--- config.mk ---
export PLATFORM = sky130hd
export DESIGN_NAME = smdc_ctrl
export DESIGN_NICKNAME = d
export VERILOG_FILES = /design/src/smdc_pkg.sv /design/src/smdc_ctrl.sv
export SDC_FILE = /design/constraint.sdc
export NUM_CORES = 1
export LEC_CHECK = 0
export BUFFER_PORTS_ARGS = -buffer_cell sky130_fd_sc_hd__buf_4
export CAP_MARGIN = 10
export CORE_AREA = 2 2 39 41
export DETAILED_ROUTE_END_ITERATION = 6
export DIE_AREA = 0 0 41 43
export SYNTH_ARGS = -nofsm -noshare
export SYNTH_HDL_FRONTEND = slang
export SYNTH_SLANG_ARGS = --single-unit
--- constraint.sdc ---
create_clock -name clk_i -period 1.3 [get_ports clk_i]
set_input_delay 0.065 -clock clk_i [delete_from_list [all_inputs] [get_ports clk_i]]
set_output_delay 0.065 -clock clk_i [all_outputs]
set_load 0.1 [all_outputs]
--- src/smdc_pkg.sv ---
// Shared types and constants for the sliding median deviation cost block.
package smdc_pkg;

  localparam int unsigned FIELD_W   = 32;
  localparam int unsigned COST_W    = 40;
  localparam int unsigned CFG_W     = 9;
  localparam int unsigned DATA_W    = 32;
  localparam int unsigned ADDR_W    = 3;
  localparam logic [CFG_W-1:0] LEN_RESET = 9'd3;
  localparam logic [ADDR_W-1:0] ADDR_WINDOW_LEN = 3'd0;

  typedef struct packed {
    logic accept;     // latch sample, read oldest ring slot
    logic remove;     // drop oldest sample from sorted cells
    logic insert;     // insert new sample into sorted cells
    logic scan_clr;   // clear scan counter and accumulator
    logic scan;       // one scan step over cell 0, rotate cells
    logic finish;     // load result register
  } cmd_t;

  typedef struct packed {
    logic full;       // window full before this transaction
    logic will_full;  // window full after the insert
    logic scan_last;  // scan is at the last window entry
  } status_t;

endpackage

--- src/smdc_ctrl.sv ---
// Controller state machine: sequences update, scan and result load.
module smdc_ctrl (
  input  logic            clk_i,
  input  logic            rst_ni,
  input  logic            in_valid_i,
  output logic            in_stall_o,
  output logic            out_valid_o,
  input  logic            out_stall_i,
  input  smdc_pkg::status_t status_i,
  output smdc_pkg::cmd_t    cmd_o
);

  typedef enum logic [2:0] {
    ST_IDLE,
    ST_REMOVE,
    ST_INSERT,
    ST_SCAN,
    ST_FINISH
  } state_e;

  state_e state_q, state_d;
  logic   out_valid_q, out_valid_d;
  logic   out_free;

  assign out_free = !out_valid_q || !out_stall_i;

  always_comb begin
    state_d     = state_q;
    cmd_o       = '0;
    out_valid_d = out_valid_q && out_stall_i;
    unique case (state_q)
      ST_IDLE: begin
        if (in_valid_i) begin
          cmd_o.accept = 1'b1;
          state_d      = status_i.full ? ST_REMOVE : ST_INSERT;
        end
      end
      ST_REMOVE: begin
        cmd_o.remove = 1'b1;
        state_d      = ST_INSERT;
      end
      ST_INSERT: begin
        cmd_o.insert = 1'b1;
        if (status_i.will_full) begin
          cmd_o.scan_clr = 1'b1;
          state_d        = ST_SCAN;
        end else begin
          state_d = ST_IDLE;
        end
      end
      ST_SCAN: begin
        cmd_o.scan = 1'b1;
        if (status_i.scan_last) begin
          state_d = ST_FINISH;
        end
      end
      ST_FINISH: begin
        if (out_free) begin
          cmd_o.finish = 1'b1;
          out_valid_d  = 1'b1;
          state_d      = ST_IDLE;
        end
      end
      default: state_d = ST_IDLE;
    endcase
  end

  always_ff @(posedge clk_i or negedge rst_ni) begin
    if (!rst_ni) begin
      state_q     <= ST_IDLE;
      out_valid_q <= 1'b0;
    end else begin
      state_q     <= state_d;
      out_valid_q <= out_valid_d;
    end
  end

  assign in_stall_o  = (state_q != ST_IDLE);
  assign out_valid_o = out_valid_q;

endmodule

==> results.cfg, run 1 <==
[placement]
portBuffers = 14
dp_cells = 63
postPlaceCellArea_um2 = 449
hpwlAfterDp_um = 537
gp_congestion = 0.691

[global_routing]
antenna_found_initial = 0
grt_pass1_wl_um = 1300
grt_pass1_vias = 292
grt-ovfl-total = 0
grt_usage_pct = 11.7
grt_max_degree = 7

[worst_setup_path]
cpLargestDelayFamily = simple AND/OR/NAND/NOR gates
r2r.worst_path.cells = 4
slowest_stage = or3_4
cp_max_fo = 3
crit_chain = or3_4 > nor2_4 > buf_12
crit_type = reg2out
crit_required_ps = 1240
cp_num_cells = 3
cp_slowest_stage_delay_ps = 420
end_kind = primary output
cp-start-kind = flop
worstPathArrival_ps = 1350
crit_buf_inv = 1

[synth]
syn-mean-instance-area_um2 = 9.22
synth_area_leaders = dfrtp_1 (36%), buf_6 (8.1%), nand2_1 (6.8%)
syn_area_um2 = 277
synth_top_area_share_pct = 36.2
ys_ff_latch = 4
yosysSeqAreaShare_pct = 36.2
yosysWarningCount = 0
synth.distinct_cells = 21
syn-num-nets = 37
syn_inst = 30
synth_area_leader_cell = dfrtp_1

[drt]
drtIter0Drc = 5
ant_nets = 0
vias_per_cell = 4.21
avgRoutedWirePerCell_um = 11.1
drc = 0
routed-via-count = 307
drt-total-wl_um = 808
dr.pass1.iters = 4

[clock_network]
cts_tree = yes
cts.sink_count = 4
cts_root_buffer = clkbuf_4
numCtsBuffers = 3
clk_pin_slew_ps = 40
cts_max_path_buffers = 2
clkLatencyLatePin_ps = 240
cts_max_level = 1

[layout]
syn_to_final_growth_pct = 127
design_area_um2 = 627
drive_gt1_share_pct = 66.7
antenna_cells = 0
layoutNonFillerInstCount = 73
layout.nets = 65
final_cell_mix = buf_4 (14), buf_12 (6), nand2_1 (4)
layout_commonest_cell = buf_4

[sta]
finalCriticalPeriod_ps = 1420
rsz0062_at_grt = yes
hold_viol_final = 0
clock_skew_ps = 5.31
setup_violations = 4
tightest_slew_ps = 322
drv_slew = 0
fmax_ghz = 0.705
relSlewSlack_pct = 78.3
fin_ws_ps = -119
fin_crit_sh_pct = 109

[floorplan]
fp.dieW_um = 41
coreArea_mm2 = 0.00138
die_area_mm2 = 0.00176
rows = 14
chipHeight_um = 43
initial_utilization_pct = 20.0
ios = 15

[min_path]
hold_path_class = in2reg
hold_path_depth = 3

[run_status]
violations = negative setup slack
status = finished, violations left

[job]
cap_viol_max_count = 0
[worst register-to-register path, stage by stage (launching register included)]
cell and delay (ps):
dfrtp_2 410, buf_4 140, or2b_1 220, a21oi_1 170, nor4_1 60
[cell usage after synthesis, drive strengths merged]
cell type / n
a21oi: 2
and2: 1
and3: 1
and3b: 1
buf: 2
dfrtp: 4
inv: 1
mux2i: 1
nand2: 5
nand2b: 1
nor2: 2
nor3: 2
nor3b: 2
nor4: 1
o21ai: 1
o22a: 1
or2b: 1
or3: 1
[path summary, 6_finish.rpt]
path                                  start     endpoint  slack (ps)
min in group asynchronous            rst_ni  out_valid_o         160
worst min register to register  out_valid_o  out_valid_o         560
worst max-delay path             state_q[2]     cmd_o[5]        -120
max in group asynchronous            rst_ni   state_q[1]        1020
worst max register to register   state_q[1]   state_q[1]         170
worst min-delay path            status_i[0]   state_q[2]          80
[timing repair]
action,CTS,global route
hold buffers,1,0
gates resized for setup,20,6
endpoints found under the setup margin,6,7
setup buffers,3,2
endpoints found under the hold margin,4,0
pin swaps,4,3
[area by class of cell]
class | count | area [µm²]
timing repair buffer | 25 | 284
sequential | 4 | 103
inverter | 1 | 3.75
clock buffer | 4 | 26.3
fill | 127 | 757
multi-input combinational | 23 | 190
tap | 16 | 20.0
[metrics by stage]
step	util (%)	setup slack [ps]	hold WS, ps	setup TNS (ps)
after detailed placement	32.5	45.7	-134	0
after global placement	32.5	57.0	-134	0
after CTS	42.3	-120	74.7	-283
final	45.3	-119	78.7	-287
after global routing	45.3	-174	81.1	-636
after floorplan	-	-595	-231	-1510
[sequential cells by signal, indices dropped and copies added (netlist names)]
| register | count |
|---|---|
| out_valid_o | 1 |
| state_q | 3 |
[per-layer routing]
metal  up-vias  GRT usage (%)  share of wire (%)
li1        155              -                  -
met1       137           13.9                 38
met2        11           15.6                 52
met3         4           2.62                5.6
met4         0           12.0                4.6
met5         -              0                  0
[cells by family (layout without fill, tap and decap cells)]
| logic type | after synthesis | after routing | share of synthesized area, % |
|---|---|---|---|
| AO/OA/AOI/OAI | 4 | 4 | 8.60 |
| buffers and inverters | 3 | 30 | 9.50 |
| flip-flops | 4 | 4 | 36.2 |
| multiplexers | 1 | 1 | 3.62 |
| AND/OR/NAND/NOR | 18 | 18 | 42.1 |
Power of run 1 is left out: the tool's default activity adds up to more than one toggle a clock period on the data nets, which glitch-free logic cannot reach.
==> run 2, diff against run 1 <==
--- a/config.mk
+++ b/config.mk
@@ -10,6 +10,8 @@
 export CORE_AREA = 2 2 39 41
 export DETAILED_ROUTE_END_ITERATION = 6
 export DIE_AREA = 0 0 41 43
+export MAX_ROUTING_LAYER = met4
+export SETUP_SLACK_MARGIN = 0.15
 export SYNTH_ARGS = -nofsm -noshare
 export SYNTH_HDL_FRONTEND = slang
 export SYNTH_SLANG_ARGS = --single-unit
==> run 2 against run 1 <==
The flow still finishes with violations (negative setup slack). Flip-flop and latch count is the same. Clock-buffer cell count is the same. Core utilization shrank 0.27 points.
==> results.cfg, run 2 (synthesized netlist as in run 1, its figures left out) <==
[run_status]
status = finished, violations left
violations = negative setup slack

[clock_network]
cts_max_path_buffers = 2
clkLatencyLatePin_ps = 240
numCtsBuffers = 3
cts_max_level = 1
cts.sink_count = 4
cts_tree = yes
clk_pin_slew_ps = 40
cts_root_buffer = clkbuf_4

[worst_setup_path]
r2r.worst_path.cells = 4
cp_max_fo = 3
crit_type = reg2out
cp_slowest_stage_delay_ps = 420
end_kind = primary output
worstPathArrival_ps = 1360
r2r-end = state_q[0]
slowest_stage = or3_4
r2r_start = state_q[1]
cp-start-kind = flop
crit_chain = or3_4 > nor2_4 > buf_12
crit_required_ps = 1240
cp-endpoint = cmd_o[5]
r2r_slack_ps = 170
startpoint = state_q[2]

[sta]
hold_viol_final = 0
drv_slew = 0
fmax_ghz = 0.703
rsz0062_at_grt = yes
fin_crit_sh_pct = 109
relSlewSlack_pct = 78.5
tightest_slew_ps = 320
timing.hold.ws_ps = 71.7
setup_violations = 5
finalCriticalPeriod_ps = 1420
clock_skew_ps = 5.54
fin_ws_ps = -123
setup_tns_ps = -306

[drt]
drtIter0Drc = 8
vias_per_cell = 4.31
avgRoutedWirePerCell_um = 11.4
routed-via-count = 310
dr.pass1.iters = 4
drc = 0
drt-total-wl_um = 824
ant_nets = 0

[floorplan]
ios = 15
fp.dieW_um = 41
rows = 14
initial_utilization_pct = 20.0
chipHeight_um = 43
die_area_mm2 = 0.00176
coreArea_mm2 = 0.00138

[layout]
nFillCells = 128
largest_reg_flops = 3
regMostFlops = state_q
antenna_cells = 0
layout.nets = 64
design_area_um2 = 623
post-route-util_pct = 45.0
final_cell_mix = buf_4 (13), buf_12 (6), nand2_1 (4)
syn_to_final_growth_pct = 125
drive_gt1_share_pct = 67.9
layout_commonest_cell = buf_4

[placement]
portBuffers = 14
hpwlAfterDp_um = 537
gp_congestion = 0.698
postPlaceCellArea_um2 = 449

[global_routing]
grt-ovfl-total = 0
grt_max_degree = 7
grt_usage_pct = 12.1
grt_pass1_vias = 289
grt_pass1_wl_um = 1310
antenna_found_initial = 0

[min_path]
hold_path_class = in2reg

[job]
cap_viol_max_count = 0
run 2: worst min path at each step:
stage                     start     endpoint  slack (ps)  cells past startpoint
global placement         rst_ni   state_q[1]        -130                      1
global route        status_i[0]   state_q[2]          80                      3
finish              status_i[0]   state_q[2]          70                      3
floorplan                rst_ni  out_valid_o        -230                      0
CTS                 status_i[0]   state_q[2]          70                      3
detailed placement       rst_ni   state_q[1]        -130                      1
run 2: cell type report:
type	instances	area (µm²)	area share [%]
clock buffers	4	26.3	4.22
inverters	1	3.75	0.602
multi-input cells	23	194	31.1
flip-flops and latches	4	103	16.5
well taps	16	20.0	3.21
repair buffers	24	277	44.4
run 2: stage by stage:
stage          setup WS (ps)  cells
3_5_place_dp            45.7     63
4_1_cts                 -120     71
6_report                -123     72
5_1_grt                 -172     72
2_1_floorplan           -595     30
3_3_place_gp            57.0     63
run 2: layer usage:
layer  wire length (µm)  vias to the layer above  share of wire (%)  track usage, %
met4                 38                        0                4.6            12.0
met5                  0                        -                  0               -
met2                420                       13                 51            15.6
met3                 60                        4                7.3            2.09
met1                304                      140                 37            14.6
li1                   -                      153                  -               -
run 2: worst max-delay path, delay by kind of cell, from the launching register on:
| family | cells | cell delay (ps) |
|---|---|---|
| AND/OR/NAND/NOR | 2 | 540 |
| buffers and inverters | 1 | 180 |
| flip-flops | 1 | 400 |
run 2: timing repair:
action,4_1_cts,5_1_grt
pin swaps,4,3
gates resized for setup,21,6
hold buffers,1,0
hold endpoints to repair,4,0
buffers inserted,3,1
endpoints found under the setup margin,8,10
Power of run 2 is left out for the same reason.
==> run 3, diff against run 2 <==
==> constraint.sdc (replaced) <==
create_clock -name clk_i -period 1.68 [get_ports clk_i]
set_input_delay 0.084 -clock clk_i [delete_from_list [all_inputs] [get_ports clk_i]]
set_output_delay 0.084 -clock clk_i [all_outputs]
set_load 0.1 [all_outputs]
==> run 3 against run 2 <==
The run now ends clean. Flip-flop and latch count stayed put. First-iteration DRC count is 63% lower. Clock-buffer cell count stayed put. Via count is 14% lower. Global-route usage is 2.8 points lower. Clock skew is 5.0 ps lower.
==> results.cfg, run 3 (synthesized netlist as in run 1, its figures left out) <==
[drt]
vias_per_cell = 4.24
avgRoutedWirePerCell_um = 9.38
dr.pass1.iters = 3
drt-total-wl_um = 591
ant_nets = 0
drc = 0
routed-via-count = 267
drtIter0Drc = 3

[placement]
portBuffers = 14
gp_congestion = 0.653

[clock_network]
cts_tree = yes
postCtsSetupRepairBufs = 0
clk_pin_slew_ps = 40
cts_root_buffer = clkbuf_4
cts_max_level = 1
cts_max_path_buffers = 2
clkLatencyLatePin_ps = 230
cts.sink_count = 4
numCtsBuffers = 3

[layout]
largest_reg_flops = 3
syn_to_final_growth_pct = 69.2
layout.nets = 55
layout_commonest_cell = buf_4
final_cell_mix = buf_4 (12), nand2_1 (5), dfrtp_2 (4)
regMostFlops = state_q
drive_gt1_share_pct = 61.7
antenna_cells = 0

[job]
cap_viol_max_count = 0

[worst_setup_path]
end_kind = primary output
crit_type = reg2out
cp-start-kind = flop
crit_required_ps = 1600
crit_chain = or3_4 > nor2_4 > buf_12
cp_max_fo = 7
slowest_stage = dfrtp_2
worstPathArrival_ps = 1400
cp_slowest_stage_delay_ps = 460

[sta]
fmax_ghz = 0.672
fin_crit_sh_pct = 88.6
hold_viol_final = 0
finalCriticalPeriod_ps = 1490
tightest_slew_ps = 299
clock_skew_ps = 0.557
relSlewSlack_pct = 79.9
rsz0062_at_grt = no
timing.hold.ws_ps = 79.0
drv_slew = 0
setup_violations = 0

[global_routing]
grt-ovfl-total = 0
grt_max_degree = 12
grt_pass1_vias = 236
antenna_found_initial = 0
grt_pass1_wl_um = 1030
grt_usage_pct = 9.29

[floorplan]
initial_utilization_pct = 20.0
fp.dieW_um = 41
ios = 15
chipHeight_um = 43
die_area_mm2 = 0.00176
coreArea_mm2 = 0.00138
rows = 14

[min_path]
hold_path_class = in2reg

[run_status]
status = finished, final reports clean
[run 3: final timing paths]
check | from | end | slack, ps | depth (start not counted)
setup / recovery | state_q[2] | cmd_o[5] | 190 | 3
hold / removal | status_i[0] | state_q[2] | 80 | 3
setup reg to reg | state_q[1] | state_q[1] | 640 | 3
hold reg to reg | out_valid_o | out_valid_o | 560 | 2
max in group asynchronous | rst_ni | state_q[2] | 1390 | 2
min in group asynchronous | rst_ni | state_q[0] | 180 | 2
[run 3: per-layer routing]
layer	global-route usage, %	share of wire, %	vias to the layer above
met2	10.6	47	10
met4	4.00	0	0
li1	-	-	137
met3	6.28	6.9	0
met1	12.3	46	120
met5	-	0	-
[run 3: cell type report]
class / count / area (µm²)
Fill cell: 155 / 916
Inverter: 1 / 3.75
Multi-Input combinational cell: 23 / 181
Timing Repair Buffer: 15 / 131
Tap cell: 16 / 20.0
Clock buffer: 4 / 26.3
Sequential cell: 4 / 105
[run 3: what timing repair did]
action	4_1_cts	5_1_grt
endpoints found under the setup margin	2	3
pin swaps	0	0
gates resized for setup	4	3
endpoints found under the hold margin	4	0
hold buffers	1	0
[run 3: metrics by stage]
step	cells	setup slack (ps)	instance area [µm²]	setup TNS, ps	utilization, %
global route	63	148	468	0	33.8
global placement	58	340	412	0	29.7
floorplan	30	-234	309	-345	-
CTS	63	150	458	0	33.1
detailed placement	58	329	412	0	29.7
finish	63	191	468	0	33.8
[run 3: worst max-delay path, delay by kind of cell (launching register included)]
| kind | cells | cell delay (ps) |
|---|---|---|
| buf+inv | 1 | 180 |
| flops | 1 | 460 |
| simple gates | 2 | 530 |
Power of run 3 is left out for the same reason.
